### config.mk
export PLATFORM = sky130hd
export DESIGN_NAME = selective_repeat_arq_engine_top
export DESIGN_NICKNAME = d
export VERILOG_FILES = /design/src/rtl/srarq_pkg.sv /design/src/rtl/srarq_cmp.sv /design/src/rtl/srarq_seq.sv /design/src/rtl/selective_repeat_arq_engine_top.sv
export VERILOG_INCLUDE_DIRS = /design/src /design/src/rtl
export SDC_FILE = /design/constraint.sdc
export NUM_CORES = 1
export LEC_CHECK = 0
export BUFFER_PORTS_ARGS = -buffer_cell sky130_fd_sc_hd__buf_2
export CORE_MARGIN = 2
export CORE_UTILIZATION = 55
export CTS_BUF_LIST = sky130_fd_sc_hd__clkbuf_4 sky130_fd_sc_hd__clkbuf_8 sky130_fd_sc_hd__clkbuf_16
export DETAILED_ROUTE_END_ITERATION = 8
export PLACE_DENSITY = 0.73
export SYNTH_ARGS = -nofsm -noshare
export SYNTH_HDL_FRONTEND = slang
export SYNTH_SLANG_ARGS = --single-unit
### constraint.sdc
create_clock -name clk -period 12.9 [get_ports clk]
set_input_delay 1.29 -clock clk [delete_from_list [all_inputs] [get_ports clk]]
set_output_delay 1.29 -clock clk [all_outputs]
set_load 0.005 [all_outputs]
### src/rtl/selective_repeat_arq_engine_top_assert.svh
// Assertion macros for the RTL file that checks its own logic (srarq_seq.sv).
// SRARQ_ASSERT checks an expression at every clock edge outside reset.
// SRARQ_NEXT checks that the consequent holds in the cycle after the antecedent.
`ifndef SELECTIVE_REPEAT_ARQ_ENGINE_TOP_ASSERT_SVH
`define SELECTIVE_REPEAT_ARQ_ENGINE_TOP_ASSERT_SVH
`ifndef SYNTHESIS
`define SRARQ_ASSERT(lbl, prop) \
  lbl: assert property (@(posedge clk) disable iff (!rst_n) prop) \
    else $error("srarq assertion failed");
`define SRARQ_NEXT(lbl, ante, cons) \
  lbl: assert property (@(posedge clk) disable iff (!rst_n) (ante) |=> (cons)) \
    else $error("srarq assertion failed");
`else
`define SRARQ_ASSERT(lbl, prop)
`define SRARQ_NEXT(lbl, ante, cons)
`endif
`endif

### src/rtl/srarq_pkg.sv
`timescale 1ns / 1ps
`default_nettype none

package srarq_pkg;

  // Link geometry
  localparam int SEQ_W   = 3;
  localparam int SEQ_MAX = 7;
  localparam int WINDOW  = 4;
  localparam int WIN_W   = $clog2(WINDOW);
  localparam int PAY_W   = 16;

  // Event codes
  localparam logic [2:0] OP_START   = 3'd0;
  localparam logic [2:0] OP_SEND    = 3'd1;
  localparam logic [2:0] OP_DATA_RX = 3'd2;
  localparam logic [2:0] OP_NAK_RX  = 3'd3;
  localparam logic [2:0] OP_ACK_RX  = 3'd4;
  localparam logic [2:0] OP_FRM_TMO = 3'd5;
  localparam logic [2:0] OP_ACK_TMO = 3'd6;

  // Result kinds
  localparam logic [2:0] KIND_TX      = 3'd0;
  localparam logic [2:0] KIND_DELIVER = 3'd1;
  localparam logic [2:0] KIND_RELEASE = 3'd2;
  localparam logic [2:0] KIND_NOTHING = 3'd3;
  localparam logic [2:0] KIND_REFUSED = 3'd4;

  // Transmitted frame types
  localparam logic [1:0] FT_DATA = 2'd0;
  localparam logic [1:0] FT_NAK  = 2'd1;
  localparam logic [1:0] FT_ACK  = 2'd2;

  // Ack timer actions
  localparam logic [1:0] AT_NONE    = 2'd0;
  localparam logic [1:0] AT_RESTART = 2'd1;
  localparam logic [1:0] AT_STOP    = 2'd2;

  typedef struct packed {
    logic [2:0]       kind;
    logic [1:0]       frame_type;
    logic [SEQ_W-1:0] seq_out;
    logic [SEQ_W-1:0] ack_out;
    logic [PAY_W-1:0] payload_out;
    logic [1:0]       ack_timer;
    logic [2:0]       buffered;
    logic             last;
  } res_t;

  typedef struct packed {
    logic valid;
    res_t res;
  } push_t;

  // Build one result; last is filled in when the event completes
  function automatic res_t mk_res(input logic [2:0] kind, input logic [1:0] ft,
                                  input logic [SEQ_W-1:0] s, input logic [SEQ_W-1:0] a,
                                  input logic [PAY_W-1:0] p, input logic [1:0] at,
                                  input logic [2:0] b);
    res_t r;
    r.kind        = kind;
    r.frame_type  = ft;
    r.seq_out     = s;
    r.ack_out     = a;
    r.payload_out = p;
    r.ack_timer   = at;
    r.buffered    = b;
    r.last        = 1'b0;
    return r;
  endfunction

  // Sequence successor, wraps past SEQ_MAX
  function automatic logic [SEQ_W-1:0] seq_inc(input logic [SEQ_W-1:0] a);
    return (a == SEQ_W'(SEQ_MAX)) ? '0 : a + SEQ_W'(1);
  endfunction

endpackage

`default_nettype wire

### src/rtl/srarq_cmp.sv
`timescale 1ns / 1ps
`default_nettype none

// Shared circular window test: true when b lies in [a, c) modulo the sequence space.
module srarq_cmp (
  input  wire logic [srarq_pkg::SEQ_W-1:0] a,
  input  wire logic [srarq_pkg::SEQ_W-1:0] b,
  input  wire logic [srarq_pkg::SEQ_W-1:0] c,
  output logic                             hit
);

  logic a_le_b;
  logic b_lt_c;
  logic c_lt_a;

  assign a_le_b = (a <= b);
  assign b_lt_c = (b < c);
  assign c_lt_a = (c < a);

  assign hit = (a_le_b && b_lt_c) || (c_lt_a && a_le_b) || (b_lt_c && c_lt_a);

endmodule

`default_nettype wire

### src/rtl/srarq_seq.sv
`timescale 1ns / 1ps
`default_nettype none
`include "selective_repeat_arq_engine_top_assert.svh"

// Event sequencer: holds both windows and the stores, and walks one event
// through its steps, producing at most one result per cycle.
module srarq_seq (
  input  wire logic                             clk,
  input  wire logic                             rst_n,
  input  wire logic                             in_valid,
  output logic                                  in_ready,
  input  wire logic [2:0]                       op,
  input  wire logic [srarq_pkg::SEQ_W-1:0]      seq_num,
  input  wire logic [srarq_pkg::SEQ_W-1:0]      ack_num,
  input  wire logic [srarq_pkg::PAY_W-1:0]      payload,
  input  wire logic                             emit_ready,
  output srarq_pkg::push_t                      push
);

  localparam logic [3:0] S_IDLE   = 4'd0;
  localparam logic [3:0] S_START  = 4'd1;
  localparam logic [3:0] S_SEND   = 4'd2;
  localparam logic [3:0] S_RX_NAK = 4'd3;
  localparam logic [3:0] S_RX_CHK = 4'd4;
  localparam logic [3:0] S_RX_DLV = 4'd5;
  localparam logic [3:0] S_NAK    = 4'd6;
  localparam logic [3:0] S_TMO    = 4'd7;
  localparam logic [3:0] S_ACKT   = 4'd8;
  localparam logic [3:0] S_REL    = 4'd9;
  localparam logic [3:0] S_DONE   = 4'd10;

  localparam int SW = srarq_pkg::SEQ_W;
  localparam int WW = srarq_pkg::WIN_W;
  localparam int PW = srarq_pkg::PAY_W;

  logic [3:0]                  state_r, state_nxt;
  logic [SW-1:0]               seq_r, ack_r;
  logic [PW-1:0]               pay_r;
  logic [SW-1:0]               fe_r, fe_nxt;
  logic [SW-1:0]               ae_r, ae_nxt;
  logic [SW-1:0]               nts_r, nts_nxt;
  logic [SW-1:0]               wt_r, wt_nxt;
  logic [2:0]                  outst_r, outst_nxt;
  logic                        nak_ok_r, nak_ok_nxt;
  logic [srarq_pkg::WINDOW-1:0] arrived_r, arrived_nxt;
  logic [PW-1:0]               rx_store_r [srarq_pkg::WINDOW];
  logic [PW-1:0]               tx_store_r [srarq_pkg::WINDOW];
  logic                        pend_valid_r, pend_valid_nxt;
  srarq_pkg::res_t             pend_r, pend_nxt;

  logic                        new_emit;
  srarq_pkg::res_t             new_res;
  logic                        can_emit;
  logic                        tx_we, rx_we;
  logic [SW-1:0]               cmp_a, cmp_b, cmp_c;
  logic                        cmp_hit;
  logic [SW-1:0]               ack_field;
  logic [SW-1:0]               nak_seq;

  assign in_ready  = (state_r == S_IDLE);
  assign can_emit  = !pend_valid_r || emit_ready;
  assign ack_field = fe_r - SW'(1);
  assign nak_seq   = ack_r + SW'(1);

  // Operand select for the shared window compare
  always_comb begin
    unique case (state_r)
      S_RX_CHK: begin
        cmp_a = fe_r; cmp_b = seq_r; cmp_c = wt_r;
      end
      S_NAK: begin
        cmp_a = ae_r; cmp_b = nak_seq; cmp_c = nts_r;
      end
      S_TMO: begin
        cmp_a = ae_r; cmp_b = seq_r; cmp_c = nts_r;
      end
      default: begin
        cmp_a = ae_r; cmp_b = ack_r; cmp_c = nts_r;
      end
    endcase
  end

  srarq_cmp u_cmp (
    .a   (cmp_a),
    .b   (cmp_b),
    .c   (cmp_c),
    .hit (cmp_hit)
  );

  // Step logic
  always_comb begin
    state_nxt      = state_r;
    fe_nxt         = fe_r;
    ae_nxt         = ae_r;
    nts_nxt        = nts_r;
    wt_nxt         = wt_r;
    outst_nxt      = outst_r;
    nak_ok_nxt     = nak_ok_r;
    arrived_nxt    = arrived_r;
    new_emit       = 1'b0;
    new_res        = '0;
    tx_we          = 1'b0;
    rx_we          = 1'b0;
    push           = '0;
    pend_valid_nxt = pend_valid_r;
    pend_nxt       = pend_r;

    unique case (state_r)
      S_IDLE: begin
        if (in_valid) begin
          unique case (op)
            srarq_pkg::OP_START:   state_nxt = S_START;
            srarq_pkg::OP_SEND:    state_nxt = S_SEND;
            srarq_pkg::OP_DATA_RX: state_nxt = S_RX_NAK;
            srarq_pkg::OP_NAK_RX:  state_nxt = S_NAK;
            srarq_pkg::OP_ACK_RX:  state_nxt = S_REL;
            srarq_pkg::OP_FRM_TMO: state_nxt = S_TMO;
            srarq_pkg::OP_ACK_TMO: state_nxt = S_ACKT;
            default:               state_nxt = S_DONE;
          endcase
        end
      end

      S_START: begin
        fe_nxt      = '0;
        ae_nxt      = '0;
        nts_nxt     = '0;
        wt_nxt      = SW'(srarq_pkg::WINDOW);
        outst_nxt   = '0;
        nak_ok_nxt  = 1'b1;
        arrived_nxt = '0;
        state_nxt   = S_DONE;
      end

      S_SEND: begin
        if (can_emit) begin
          new_emit = 1'b1;
          if (outst_r >= 3'(srarq_pkg::WINDOW)) begin
            new_res = srarq_pkg::mk_res(srarq_pkg::KIND_REFUSED, srarq_pkg::FT_DATA,
                                        '0, '0, '0, srarq_pkg::AT_NONE, outst_r);
          end else begin
            tx_we     = 1'b1;
            outst_nxt = outst_r + 3'd1;
            nts_nxt   = srarq_pkg::seq_inc(nts_r);
            new_res   = srarq_pkg::mk_res(srarq_pkg::KIND_TX, srarq_pkg::FT_DATA, nts_r,
                                          ack_field, pay_r, srarq_pkg::AT_STOP,
                                          outst_r + 3'd1);
          end
          state_nxt = S_DONE;
        end
      end

      S_RX_NAK: begin
        if (can_emit) begin
          new_emit = 1'b1;
          if ((seq_r != fe_r) && nak_ok_r) begin
            nak_ok_nxt = 1'b0;
            new_res    = srarq_pkg::mk_res(srarq_pkg::KIND_TX, srarq_pkg::FT_NAK, '0,
                                           ack_field, '0, srarq_pkg::AT_STOP, outst_r);
          end else begin
            new_res = srarq_pkg::mk_res(srarq_pkg::KIND_NOTHING, srarq_pkg::FT_DATA, '0,
                                        '0, '0, srarq_pkg::AT_RESTART, outst_r);
          end
          state_nxt = S_RX_CHK;
        end
      end

      // Buffer a frame that lands in the receive window
      S_RX_CHK: begin
        if (cmp_hit && !arrived_r[seq_r[WW-1:0]]) begin
          arrived_nxt[seq_r[WW-1:0]] = 1'b1;
          rx_we     = 1'b1;
          state_nxt = S_RX_DLV;
        end else begin
          state_nxt = S_REL;
        end
      end

      // In-order delivery, one frame per step
      S_RX_DLV: begin
        if (arrived_r[fe_r[WW-1:0]]) begin
          if (can_emit) begin
            new_emit                 = 1'b1;
            nak_ok_nxt               = 1'b1;
            arrived_nxt[fe_r[WW-1:0]] = 1'b0;
            fe_nxt                   = srarq_pkg::seq_inc(fe_r);
            wt_nxt                   = srarq_pkg::seq_inc(wt_r);
            new_res = srarq_pkg::mk_res(srarq_pkg::KIND_DELIVER, srarq_pkg::FT_DATA, fe_r,
                                        '0, rx_store_r[fe_r[WW-1:0]],
                                        srarq_pkg::AT_RESTART, outst_r);
          end
        end else begin
          state_nxt = S_REL;
        end
      end

      // Retransmit the frame after the NAK's ack field
      S_NAK: begin
        if (can_emit) begin
          if ((outst_r != '0) && cmp_hit) begin
            new_emit = 1'b1;
            new_res  = srarq_pkg::mk_res(srarq_pkg::KIND_TX, srarq_pkg::FT_DATA, nak_seq,
                                         ack_field, tx_store_r[nak_seq[WW-1:0]],
                                         srarq_pkg::AT_STOP, outst_r);
          end
          state_nxt = S_REL;
        end
      end

      S_TMO: begin
        if (can_emit) begin
          if ((outst_r != '0) && cmp_hit) begin
            new_emit = 1'b1;
            new_res  = srarq_pkg::mk_res(srarq_pkg::KIND_TX, srarq_pkg::FT_DATA, seq_r,
                                         ack_field, tx_store_r[seq_r[WW-1:0]],
                                         srarq_pkg::AT_STOP, outst_r);
          end
          state_nxt = S_DONE;
        end
      end

      S_ACKT: begin
        if (can_emit) begin
          new_emit  = 1'b1;
          new_res   = srarq_pkg::mk_res(srarq_pkg::KIND_TX, srarq_pkg::FT_ACK, '0,
                                        ack_field, '0, srarq_pkg::AT_STOP, outst_r);
          state_nxt = S_DONE;
        end
      end

      // Cumulative release, one slot per step
      S_REL: begin
        if ((outst_r != '0) && cmp_hit) begin
          if (can_emit) begin
            new_emit  = 1'b1;
            outst_nxt = outst_r - 3'd1;
            ae_nxt    = srarq_pkg::seq_inc(ae_r);
            new_res   = srarq_pkg::mk_res(srarq_pkg::KIND_RELEASE, srarq_pkg::FT_DATA, ae_r,
                                          '0, '0, srarq_pkg::AT_NONE, outst_r - 3'd1);
          end
        end else begin
          state_nxt = S_DONE;
        end
      end

      // Flush the held result marked last, or a lone nothing result
      S_DONE: begin
        if (emit_ready) begin
          push.valid = 1'b1;
          if (pend_valid_r) begin
            push.res = pend_r;
          end else begin
            push.res = srarq_pkg::mk_res(srarq_pkg::KIND_NOTHING, srarq_pkg::FT_DATA, '0,
                                         '0, '0, srarq_pkg::AT_NONE, outst_r);
          end
          push.res.last  = 1'b1;
          pend_valid_nxt = 1'b0;
          state_nxt      = S_IDLE;
        end
      end

      default: state_nxt = S_IDLE;
    endcase

    // A new result pushes the held one out, not last
    if (new_emit) begin
      if (pend_valid_r) begin
        push.valid = 1'b1;
        push.res   = pend_r;
      end
      pend_valid_nxt = 1'b1;
      pend_nxt       = new_res;
    end
  end

  // Control state
  always_ff @(posedge clk) begin
    if (!rst_n) begin
      state_r      <= S_IDLE;
      fe_r         <= '0;
      ae_r         <= '0;
      nts_r        <= '0;
      wt_r         <= SW'(srarq_pkg::WINDOW);
      outst_r      <= '0;
      nak_ok_r     <= 1'b1;
      arrived_r    <= '0;
      pend_valid_r <= 1'b0;
    end else begin
      state_r      <= state_nxt;
      fe_r         <= fe_nxt;
      ae_r         <= ae_nxt;
      nts_r        <= nts_nxt;
      wt_r         <= wt_nxt;
      outst_r      <= outst_nxt;
      nak_ok_r     <= nak_ok_nxt;
      arrived_r    <= arrived_nxt;
      pend_valid_r <= pend_valid_nxt;
    end
  end

  // Payload registers and stores
  always_ff @(posedge clk) begin
    pend_r <= pend_nxt;
    if (in_valid && in_ready) begin
      seq_r <= seq_num;
      ack_r <= ack_num;
      pay_r <= payload;
    end
    if (tx_we) begin
      tx_store_r[nts_r[WW-1:0]] <= pay_r;
    end
    if (rx_we) begin
      rx_store_r[seq_r[WW-1:0]] <= pay_r;
    end
  end

  `SRARQ_ASSERT(a_outst_bound, outst_r <= 3'(srarq_pkg::WINDOW))
  `SRARQ_ASSERT(a_outst_span, outst_r == (nts_r - ae_r))
  `SRARQ_ASSERT(a_push_ready, push.valid |-> emit_ready)
  `SRARQ_NEXT(a_last_idle, push.valid && push.res.last, state_r == S_IDLE)
  `SRARQ_NEXT(a_busy_after_accept, in_valid && in_ready, !in_ready)

endmodule

`default_nettype wire

### src/rtl/selective_repeat_arq_engine_top.sv
// Selective-repeat ARQ engine covering both ends of one link (3-bit sequence
// numbers, window of four frames each way).
// Input channel in_*: one link event per request; in_tuser carries the event
// code, in_tdata the sequence number, ack field and payload handle.
// Output channel out_*: the results of an event in order, out_tlast high on
// the final one. Every event yields at least one result.
// Timing: the sequencer takes one step per cycle unless the output stalls it,
// and emits at most one result per step; the steps share a single circular
// window comparator.
// in_tready is high only between events.
// Reset (rst_n low at a clock edge) empties both windows and the output stage;
// the payload stores are not cleared and are read only where written.
// A stall on out_tready holds the output register and, once the one held
// result is also waiting, freezes the sequencer; nothing is dropped.
`timescale 1ns / 1ps
`default_nettype none

module selective_repeat_arq_engine_top (
  input  wire logic        clk,
  input  wire logic        rst_n,
  input  wire logic        in_tvalid,
  output logic             in_tready,
  input  wire logic [23:0] in_tdata,   // seq_num[2:0], ack_num[5:3], payload[21:6], zero pad
  input  wire logic [2:0]  in_tuser,   // op[2:0]
  output logic             out_tvalid,
  input  wire logic        out_tready,
  output logic [31:0]      out_tdata,  // seq_out[2:0], ack_out[5:3], payload_out[21:6],
                                       // ack_timer[23:22], buffered[26:24], zero pad
  output logic [4:0]       out_tuser,  // kind[2:0], frame_type[4:3]
  output logic             out_tlast
);

  logic                    emit_ready;
  srarq_pkg::push_t        push;
  logic                    out_valid_r;
  srarq_pkg::res_t         out_res_r;

  assign emit_ready = !out_valid_r || out_tready;

  srarq_seq u_seq (
    .clk        (clk),
    .rst_n      (rst_n),
    .in_valid   (in_tvalid),
    .in_ready   (in_tready),
    .op         (in_tuser),
    .seq_num    (in_tdata[2:0]),
    .ack_num    (in_tdata[5:3]),
    .payload    (in_tdata[21:6]),
    .emit_ready (emit_ready),
    .push       (push)
  );

  // Output register
  always_ff @(posedge clk) begin
    if (!rst_n) begin
      out_valid_r <= 1'b0;
    end else if (emit_ready) begin
      out_valid_r <= push.valid;
    end
  end

  always_ff @(posedge clk) begin
    if (emit_ready && push.valid) begin
      out_res_r <= push.res;
    end
  end

  // Port packing
  assign out_tvalid = out_valid_r;
  assign out_tlast  = out_res_r.last;
  assign out_tuser  = {out_res_r.frame_type, out_res_r.kind};
  assign out_tdata  = {5'd0, out_res_r.buffered, out_res_r.ack_timer,
                       out_res_r.payload_out, out_res_r.ack_out, out_res_r.seq_out};

endmodule

`default_nettype wire

* Word-level counts from Yosys, hierarchy flattened *
Memories as Yosys holds them, arrays and structs flattened. A register that Yosys moved wholly into a read port is not among the register bits.
Index checks and enable logic that the tools add are counted.

operators by class
  $add $sub $neg = 8
  multiply operators = 0
  div/mod/pow operators = 0
  $lt $le $gt $ge = 8
  eq/ne operators = 36
  shift operators = 0
  mux-type cells = 91
  bitwise logic cells = 3
  reductions and logical operators = 40

operators by type and width
  operator                                               count
  two-way mux 33 bit                                     8
  case mux 33 bit (7 select lines)                       1
  two-way mux 34 bit                                     4
  two-way mux 32 bit                                     2
  two-way mux 28 bit                                     2
  two-way mux 3 bit                                      18
  two-way mux 4 bit                                      11
  case mux 4 bit (9 select lines)                        1
  two-way mux 31 bit                                     1
  two-way mux 30 bit                                     1
  case mux 3 bit (2 select lines)                        5
  case mux 4 bit (7 select lines)                        1
  two-way mux 1 bit                                      25
  equality test 3 bit, second input constant             7
  inequality test 2 x 1 -> 1 bit, second input constant  10
  adder 3 x 1 -> 3 bit, second input constant            6
  equality test 4 x 3 -> 1 bit, second input constant    4
  equality test 4 bit, second input constant             3
  case mux 4 bit (3 select lines)                        1
  nonzero test 3 bit                                     4
  logical AND 1 bit                                      10
  inequality test 2 bit, second input constant           5
  AND reduction 5 bit                                    2
  nonzero test 2 bit                                     5
  30 further kinds                                       49

word-level totals
  register bits = 114
  bits in latches = 0
  bits in writable memories = 128
  memory bits (read-only) = 0
  output and inout bits = 40
  logic and storage cells = 217
  memories kept = 2

memories
  name              words  width  read ports  clocked after memory_dff  wr ports  line             RTL
  u_seq.rx_store_r  4      16     1           1                         1         srarq_seq.sv:46  logic [PW-1:0] rx_store_r [srarq_pkg::WINDOW];
  u_seq.tx_store_r  4      16     2           1                         1         srarq_seq.sv:47  logic [PW-1:0] tx_store_r [srarq_pkg::WINDOW];

* Depth between registers and ports, before layout *
Gate-level depths: netlist of the first run.

  word-level depth = 13
  mapped depth = 18

* Modules after synthesis *
Synthesis of the first run repeated with hierarchy kept, for this count alone.

unflattened totals
  cell total of the unflattened synthesis = 739
  area, all modules = 10989.3 µm²

modules (own cells, without submodules)
  module                           instances  cells an instance  area an instance (µm²)
  srarq_seq                        1          670                9709.3
  selective_repeat_arq_engine_top  1          44                 1089.8
  srarq_cmp                        1          25                 190.2

* Worst setup path before layout of the first run *
No wires, ideal clock.

  path kind = flip-flop to flip-flop
  start point = register u_seq.ack_r[0]
  end point = register out_res_r (netlist bit out_tdata[0]) (enable)
  arrival = 5.982 ns
  required time = 12.431 ns
  slack = 6.449 ns
  cell stages (with the launch flop) = 19
  clock period less this slack = 6.451 ns
  cells stage by stage = edfxtp_1 > ha_1 > clkbuf_1 > buf_1 > nand2_1 > o21ai_0 > o22ai_1 > a31oi_1 > inv_1 > ha_1 > nor2b_1 > a2bb2oi_1 > a211oi_1 > a2111oi_2 > a211oi_2 > and3_1 > buf_4 > a21oi_1 > o21ai_0

on the way
  longest elaborated chain between the ends = 12
  elaborated cells between the ends (all ways) = 16
  those cells by class = add/sub (1); order compare (2); mux (6); reduce/logical (7)

ends and longest elaborated chain
  element                                                            line                                                  RTL
  from (decl)                                                        srarq_seq.sv:37                                       logic [SW-1:0] seq_r, ack_r;
  from (signal assigned)                                             srarq_seq.sv:306                                      ack_r <= ack_num;
  adder 3 x 1 -> 3 bit                                               srarq_seq.sv:63                                       assign nak_seq = ack_r + SW'(1);
  case mux 3 bit (2 select lines) (*)                                srarq_seq.sv:67                                       unique case (state_r)
  <= comparator 3 bit or less-than comparator 3 bit (tied branches)  srarq_cmp.sv:16, srarq_cmp.sv:17
  logical AND 1 bit                                                  srarq_cmp.sv:20                                       assign hit = (a_le_b && b_lt_c) || (c_lt_a && a_le_b) || (b_lt_c && c_lt_a);
  logical OR 1 bit                                                   srarq_cmp.sv:20
  logical OR 1 bit (*)                                               srarq_cmp.sv:20
  logical AND 1 bit (*)                                              srarq_seq.sv:200, srarq_seq.sv:212, srarq_seq.sv:233
  two-way mux 1 bit                                                  srarq_seq.sv:200, srarq_seq.sv:212
  two-way mux 1 bit                                                  srarq_seq.sv:211                                      if (can_emit) begin
  case mux 1 bit (4 select lines) (*)                                srarq_seq.sv:108                                      unique case (state_r)
  two-way mux 34 bit (*)                                             srarq_seq.sv:266                                      if (new_emit) begin
  logical AND 1 bit (*)                                              selective_repeat_arq_engine_top.sv:63                 if (emit_ready && push.valid) begin
  to (signal assigned)                                               selective_repeat_arq_engine_top.sv:64                 out_res_r <= push.res;
  to (decl)                                                          selective_repeat_arq_engine_top.sv:36                 srarq_pkg::res_t out_res_r;

Mark *: on every way between the ends. The rest lies on a longest branch, timed or not.
A chain may end at the register's enable or synchronous reset.

* Final worst setup path of the first run *
  start point = register u_seq.ack_r[0]
  end point = register u_seq.pend_r[11] in the netlist's numbering (enable)

on the way
  longest elaborated chain between the ends = 10
  elaborated cells between the ends (all ways) = 14
  those cells by class = add/sub (1); order compare (2); mux (5); reduce/logical (6)

ends and longest elaborated chain
  element                                                            line                                                  RTL
  adder 3 x 1 -> 3 bit                                               srarq_seq.sv:63
  case mux 3 bit (2 select lines) (*)                                srarq_seq.sv:67
  <= comparator 3 bit or less-than comparator 3 bit (tied branches)  srarq_cmp.sv:16, srarq_cmp.sv:17
  logical AND 1 bit                                                  srarq_cmp.sv:20
  logical OR 1 bit                                                   srarq_cmp.sv:20
  logical OR 1 bit (*)                                               srarq_cmp.sv:20
  logical AND 1 bit (*)                                              srarq_seq.sv:200, srarq_seq.sv:212, srarq_seq.sv:233
  two-way mux 1 bit                                                  srarq_seq.sv:200, srarq_seq.sv:212
  two-way mux 1 bit                                                  srarq_seq.sv:211
  case mux 1 bit (4 select lines) (*)                                srarq_seq.sv:108
  net u_seq.new_emit                                                 srarq_seq.sv:51                                       logic new_emit;
  to (signal assigned)                                               srarq_seq.sv:303                                      pend_r <= pend_nxt;
  to (decl)                                                          srarq_seq.sv:49                                       srarq_pkg::res_t pend_r, pend_nxt;

The timed path passes the listed nets; every way through them passes the cells marked *.

==> impl_metrics.toml, run 1 <==
[cts]
h-tree-depth = 1
cts_root_buf = "clkbuf_16"
postCtsSetupBuffers = 0
numCtsBuffers = 25
cts_sinks = 244
cts_tree = "built"
clock_path_buffers = 3
holdBufCountCts = 0
clk-insertion-delay-late_ns = 0.53
cts-resized-gates = 0
path_clk_slew_ns = 0.06

[route]
route.final.wire_length_um = 23400
vias = 6762
drtPass1Iterations = 7
wl_per_cell_um = 21.5
antenna_left = 0
viasPerCell = 6.22
drc_errors = 0
drtIter0Drc = 693

[global_routing]
grt_overflow = 0
antenna_found_initial = 0
grt_pass1_wl_um = 37200
grt_use_total_pct = 22.2
grt_pass1_vias = 6683
grt_max_degree = 39

[synthesis]
postSynthCellCount = 758
synth_cell_type_count = 76
async_flop_share_pct = 0
synth.avg_cell_area_sq_um = 14.7
ys_seq_area_share_pct = 63.2
synthFlopType = "edfxtp_1"
synth_edf_count = 214
ys_warn_count = 0
synthesis.area_sq_um = 11100
synth-seq-cells = 244

[worst_setup_path]
endpoint_kind = "flop"
crit_type = "reg2reg"
rrSetupSlack_ns = 7.40
cp_slowest_cell = "edfxtp_1"
r2r-start = "u_seq.ack_r[0]$_DFFE_PP_"
start_kind = "flop"
cp_cell_sequence = "ha_1 > buf_4 > nand2_1 > o21ai_0 > o22ai_1 > a31oi_1 > inv_1 > ha_1 > nor2b_1 > a2bb2oi_1 > a211oi_1 > a2111oi_2 > a211oi_2 > and3_1 > a21oi_1 > inv_1"
worstPathArrival_ns = 5.64
reg2reg_depth = 16
worstPathRequired_ns = 13.05
slowest_delay_ns = 1.08
r2r-end = "u_seq.pend_r[11]$_DFFE_PN_"
crit_fanout = 31

[die]
die_area_sq_um = 21400
fp-row-count = 51
core_area_sq_um = 19700
die_x_um = 146
io_pins = 71
die_h_um = 146
initial_utilization_pct = 56.5

[min_path]
hold_path_depth = 2
hp-start = "u_seq.nak_ok_r$_SDFFE_PN1P_"
hp-class = "reg2reg"
hold_end = "u_seq.nak_ok_r$_SDFFE_PN1P_"

[run]
drv_cap = 0

[timing]
drv_slew = 0
max-slew-margin-rel_pct = 21.0
fin_ws_ns = 7.40
fmax_mhz = 182
rsz0062_at_grt = "false"
finalSetupTns_ns = 0
period_needed_ns = 5.50
finalCritPeriodShare_pct = 42.6
finalClockSkew_ns = 0.00909
worst_pin_slew_ns = 1.18
hold_viol_final = 0
setup_viol = 0

[power_and_ir_drop]
power_density_nw_per_um2 = 200
pwr-share-seq_pct = 48.3
p_leak_nw = 4.31
intPower_mw = 1.71
p_sw_mw = 0.776
clock_power_share_pct = 27.7
p_comb_share_pct = 24.0
p_sw_share_pct = 31.3
peakVddDrop_mv = 0.117
totalPowerFinal_mw = 2.48

[placement]
dp_hpwl_um = 15400
io_buffers = 63
detailedPlace.worstSlack_ns = 7.42
gp_routability_congestion = 0.882

[final_layout]
final_net_count = 864
area_delta_synth_final_pct = 11.5
layout_common_cells = "214 x edfxtp_1, 63 x buf_2, 50 x mux4_2, 41 x nand2_1, 40 x nor2_1"
diodes = 0
drive_above_1_share_pct = 22.8
final_common_cell = "edfxtp_1"

[status]
status = "finished, final reports clean"
==> power by group through the flow <==
stage / clock network [mW] / logic, mW / registers [mW]
5_1_grt: 0.727 / 0.653 / 1.22
4_1_cts: 0.696 / 0.595 / 1.20
6_report: 0.686 / 0.596 / 1.20
3_3_place_gp: 0 / 0.575 / 1.20
2_1_floorplan: 0 / 0.490 / 1.13
3_5_place_dp: 0 / 0.590 / 1.21
==> cell usage after synthesis, types with 23 or more instances <==
library cell | number | share of area [%]
nor2_1 | 40 | 1.4
and3_1 | 33 | 1.9
o21ai_0 | 39 | 1.8
dfxtp_1 | 30 | 5.4
clkbuf_1 | 31 | 1.0
a21oi_1 | 23 | 1.0
ha_1 | 25 | 2.8
nand2_1 | 41 | 1.4
a22oi_1 | 38 | 2.6
mux4_2 | 50 | 10
edfxtp_1 | 214 | 58
inv_1 | 29 | 0.98
==> stage by stage <==
step           instance area [sq um]  hold WS, ns  utilization, %  instances
2_1_floorplan                  11100        0.441               -        762
3_3_place_gp                   11600        0.457            59.1       1046
3_5_place_dp                   11600        0.466            59.1       1046
4_1_cts                        12400        0.482            63.0       1088
5_1_grt                        12400        0.527            63.0       1088
6_report                       12400        0.481            63.0       1088
==> state kept, by name (all words and copies together) (netlist names), named ones only <==
register            cells
u_seq.rx_store_r       64
u_seq.tx_store_r       64
u_seq.pend_r           31
out_tdata              27
u_seq.pay_r            16
out_tuser               5
u_seq.arrived_r         4
u_seq.state_r           4
u_seq.ack_r             3
u_seq.ae_r              3
u_seq.fe_r              3
u_seq.nts_r             3
u_seq.outst_r           3
u_seq.seq_r             3
u_seq.wt_r              3
out_tlast               1
out_tvalid              1
u_seq.nak_ok_r          1
u_seq.pend_valid_r      1
==> cells by family after synthesis <==
logic type | share of synthesized area (%)
flip-flops | 63.2
XOR/XNOR | 0.473
AND/OR/NAND/NOR | 9.13
multiplexers | 11.0
other | 0.0338
adder cells (fa/ha/maj) | 2.82
AO/OA/AOI/OAI | 10.1
buffers and inverters | 3.25
==> layer usage <==
metal / vias up / track usage, % / wire (um)
li1: 3061 / - / -
met1: 3302 / 32.5 / 10100
met2: 361 / 35.9 / 10900
met3: 38 / 3.50 / 2040
met4: 0 / 4.76 / 393
met5: - / 0 / 0
==> worst max path at each step <==
stage,startpoint,endpoint,slack (ns)
2_1_floorplan,u_seq.ack_r[0]$_DFFE_PP_,out_tdata[0]$_DFFE_PP_,6.45
5_1_grt,u_seq.ack_r[0]$_DFFE_PP_,u_seq.pend_r[31]$_DFFE_PN_,7.01
6_report,u_seq.ack_r[0]$_DFFE_PP_,u_seq.pend_r[11]$_DFFE_PN_,7.40
4_1_cts,u_seq.ack_r[0]$_DFFE_PP_,u_seq.pend_r[5]$_DFFE_PN_,7.38
3_5_place_dp,u_seq.ack_r[0]$_DFFE_PP_,u_seq.pend_r[13]$_DFFE_PN_,7.42
3_3_place_gp,u_seq.ack_r[0]$_DFFE_PP_,u_seq.pend_r[13]$_DFFE_PN_,7.63
==> worst max-delay path: cells and delay by family (launching register included) <==
kind / cells / cell delay, ns
AOI/OAI and AO/OA: 8 / 1.47
buffers and inverters: 3 / 1.24
and+or+nand+nor: 3 / 0.74
adders and majority gates: 2 / 0.58
DFF: 1 / 1.08
==> cell type report <==
class / count / area (sq um)
sequential: 244 / 7030
clock buffer: 32 / 684
multi-input combinational: 436 / 3760
fill: 1453 / 7260
tap: 265 / 332
clock inverter: 10 / 97.6
timing repair buffer: 72 / 383
inverter: 29 / 109
(Power assumes the default switching activity.)
==> run 2, diff against run 1 <==
- clock period: 12.9 -> 5.3 ns (I/O delays scaled with it)
==> impl_metrics.toml, run 2 (synthesis gave the netlist of run 1 again) <==
[cts]
h-tree-depth = 1
holdBufCountCts = 0
numCtsBuffers = 24
path_clk_slew_ns = 0.07
cts_sinks = 244
clk-insertion-delay-late_ns = 0.51
postCtsSetupBuffers = 0
cts_root_buf = "clkbuf_16"
clock_path_buffers = 3
cts_tree = "built"
cts-resized-gates = 0

[worst_setup_path]
cp_common_cell = "nor4b_4"
rrSetupSlack_ns = 0.89
worstPathRequired_ns = 5.49
cp_cell_sequence = "nor4b_4 > mux2i_1 > ha_1 > a21oi_1 > o31a_2 > o21ai_1 > a32oi_2 > nand2_1 > nor4b_4 > buf_4"
start_kind = "flop"
crit_fanout = 17
reg2reg_depth = 10
crit_type = "reg2reg"
cp_slowest_cell = "dfxtp_1"
cpLargestDelayFamily = "simple AND/OR/NAND/NOR gates"
cp_num_buf_inv = 1
endpoint_kind = "flop"
worstPathArrival_ns = 4.60
slowest_delay_ns = 0.65
r2r-end = "u_seq.rx_store_r[2][7]$_DFFE_PP_"
r2r-start = "u_seq.state_r[2]$_SDFFE_PN0P_"

[die]
die_x_um = 146
fp-row-count = 51
initial_utilization_pct = 56.5
io_pins = 71
core_area_sq_um = 19700
die_area_sq_um = 21400
die_h_um = 146

[route]
wl_per_cell_um = 21.0
vias = 6812
antenna_left = 0
drc_errors = 0
viasPerCell = 6.21
drtIter0Drc = 615
route.final.wire_length_um = 23000
drtPass1Iterations = 5

[status]
status = "finished, final reports clean"

[run]
drv_cap = 0

[global_routing]
grt_pass1_vias = 6560
grt_overflow = 0
antenna_found_initial = 0
grt_max_degree = 38
grt_use_total_pct = 21.5
grt_pass1_wl_um = 35900

[final_layout]
fillers = 1421
final_common_cell = "edfxtp_1"
diodes = 0
area_delta_synth_final_pct = 12.4
seqCellArea_sq_um = 7030
multi_input_area_sq_um = 3760
drive_above_1_share_pct = 23.7
final_net_count = 870
layout_common_cells = "214 x edfxtp_1, 63 x buf_2, 50 x mux4_2, 41 x nand2_1, 40 x nor2_1"
final_cell_count_no_fill = 1097

[min_path]
hold_path_depth = 1
hp-start = "in_tdata[4]"
hp-class = "in2reg"
hold_end = "u_seq.ack_r[1]$_DFFE_PP_"

[power_and_ir_drop]
p_leak_nw = 4.35
totalPowerFinal_mw = 6.14
power_density_nw_per_um2 = 492
peakVddDrop_mv = 0.260

[timing]
worst_pin_slew_ns = 1.23
max-slew-margin-rel_pct = 17.8
finalCritPeriodShare_pct = 83.1
drv_slew = 0
period_needed_ns = 4.41
hold_viol_final = 0
fmax_mhz = 227
rsz0062_at_grt = "false"
finalClockSkew_ns = 0.0125
setup_viol = 0
finalSetupTns_ns = 0

[placement]
placed_cells = 1053
io_buffers = 63
dp_hpwl_um = 15400
gp_routability_congestion = 0.896
-- run 2: cell types whose count changed in the layout (fill, tap and decap cells not counted), sizes merged --
cell,delta
bufinv,+2
clkinv,-1
clkinvlp,+3
inv,+1
buf,+7
clkbuf,-3
-- run 2: worst max path at each step --
stage / to / start / cells past startpoint
global route: u_seq.rx_store_r[2][7]$_DFFE_PP_ / u_seq.state_r[2]$_SDFFE_PN0P_ / 10
global placement: u_seq.rx_store_r[3][13]$_DFFE_PP_ / u_seq.state_r[2]$_SDFFE_PN0P_ / 10
detailed placement: u_seq.rx_store_r[2][5]$_DFFE_PP_ / u_seq.state_r[2]$_SDFFE_PN0P_ / 10
CTS: u_seq.rx_store_r[2][7]$_DFFE_PP_ / u_seq.state_r[2]$_SDFFE_PN0P_ / 10
floorplan: out_tdata[0]$_DFFE_PP_ / u_seq.ack_r[0]$_DFFE_PP_ / 18
finish: u_seq.rx_store_r[2][7]$_DFFE_PP_ / u_seq.state_r[2]$_SDFFE_PN0P_ / 10
-- run 2: metrics by stage --
stage	setup slack, ns	util, %	hold slack, ns	area [sq um]
2_1_floorplan	0.364	-	0.441	11100
3_3_place_gp	1.06	59.3	0.455	11700
3_5_place_dp	0.949	59.3	0.467	11700
4_1_cts	0.917	63.5	0.172	12500
5_1_grt	0.610	63.5	0.169	12500
6_report	0.895	63.5	0.192	12500
-- run 2: routing by layer --
layer  GRT usage (%)  routed length, um  vias to the layer above
li1                -                  -                     3090
met1            31.4               9780                     3366
met2            34.0              10900                      318
met3            3.22               1880                       38
met4            6.26                460                        0
met5               0                  0                        -
-- run 2: layout make-up --
type	instances	share of cell area (%)
flip-flops and latches	244	56.3
repair buffers	79	3.49
well taps	265	2.66
multi-input cells	436	30.1
clock inverters	15	1.35
clock buffers	29	5.25
inverters	29	0.872
-- run 2: where the power goes --
group          switching, mW  leakage, nW  internal [mW]
Sequential             0.275         2.22           2.59
Combinational          0.916         1.73          0.615
Clock                  0.705        0.398           1.04
-- run 2: worst reg2reg max path, stage by stage (launching register included) --
cell and delay (ns):
dfxtp_1 0.65, nor4b_4 0.61, mux2i_1 0.52, ha_1 0.34, a21oi_1 0.15, o31a_2 0.22, o21ai_1 0.12, a32oi_2 0.33
nand2_1 0.47, nor4b_4 0.35, buf_4 0.31
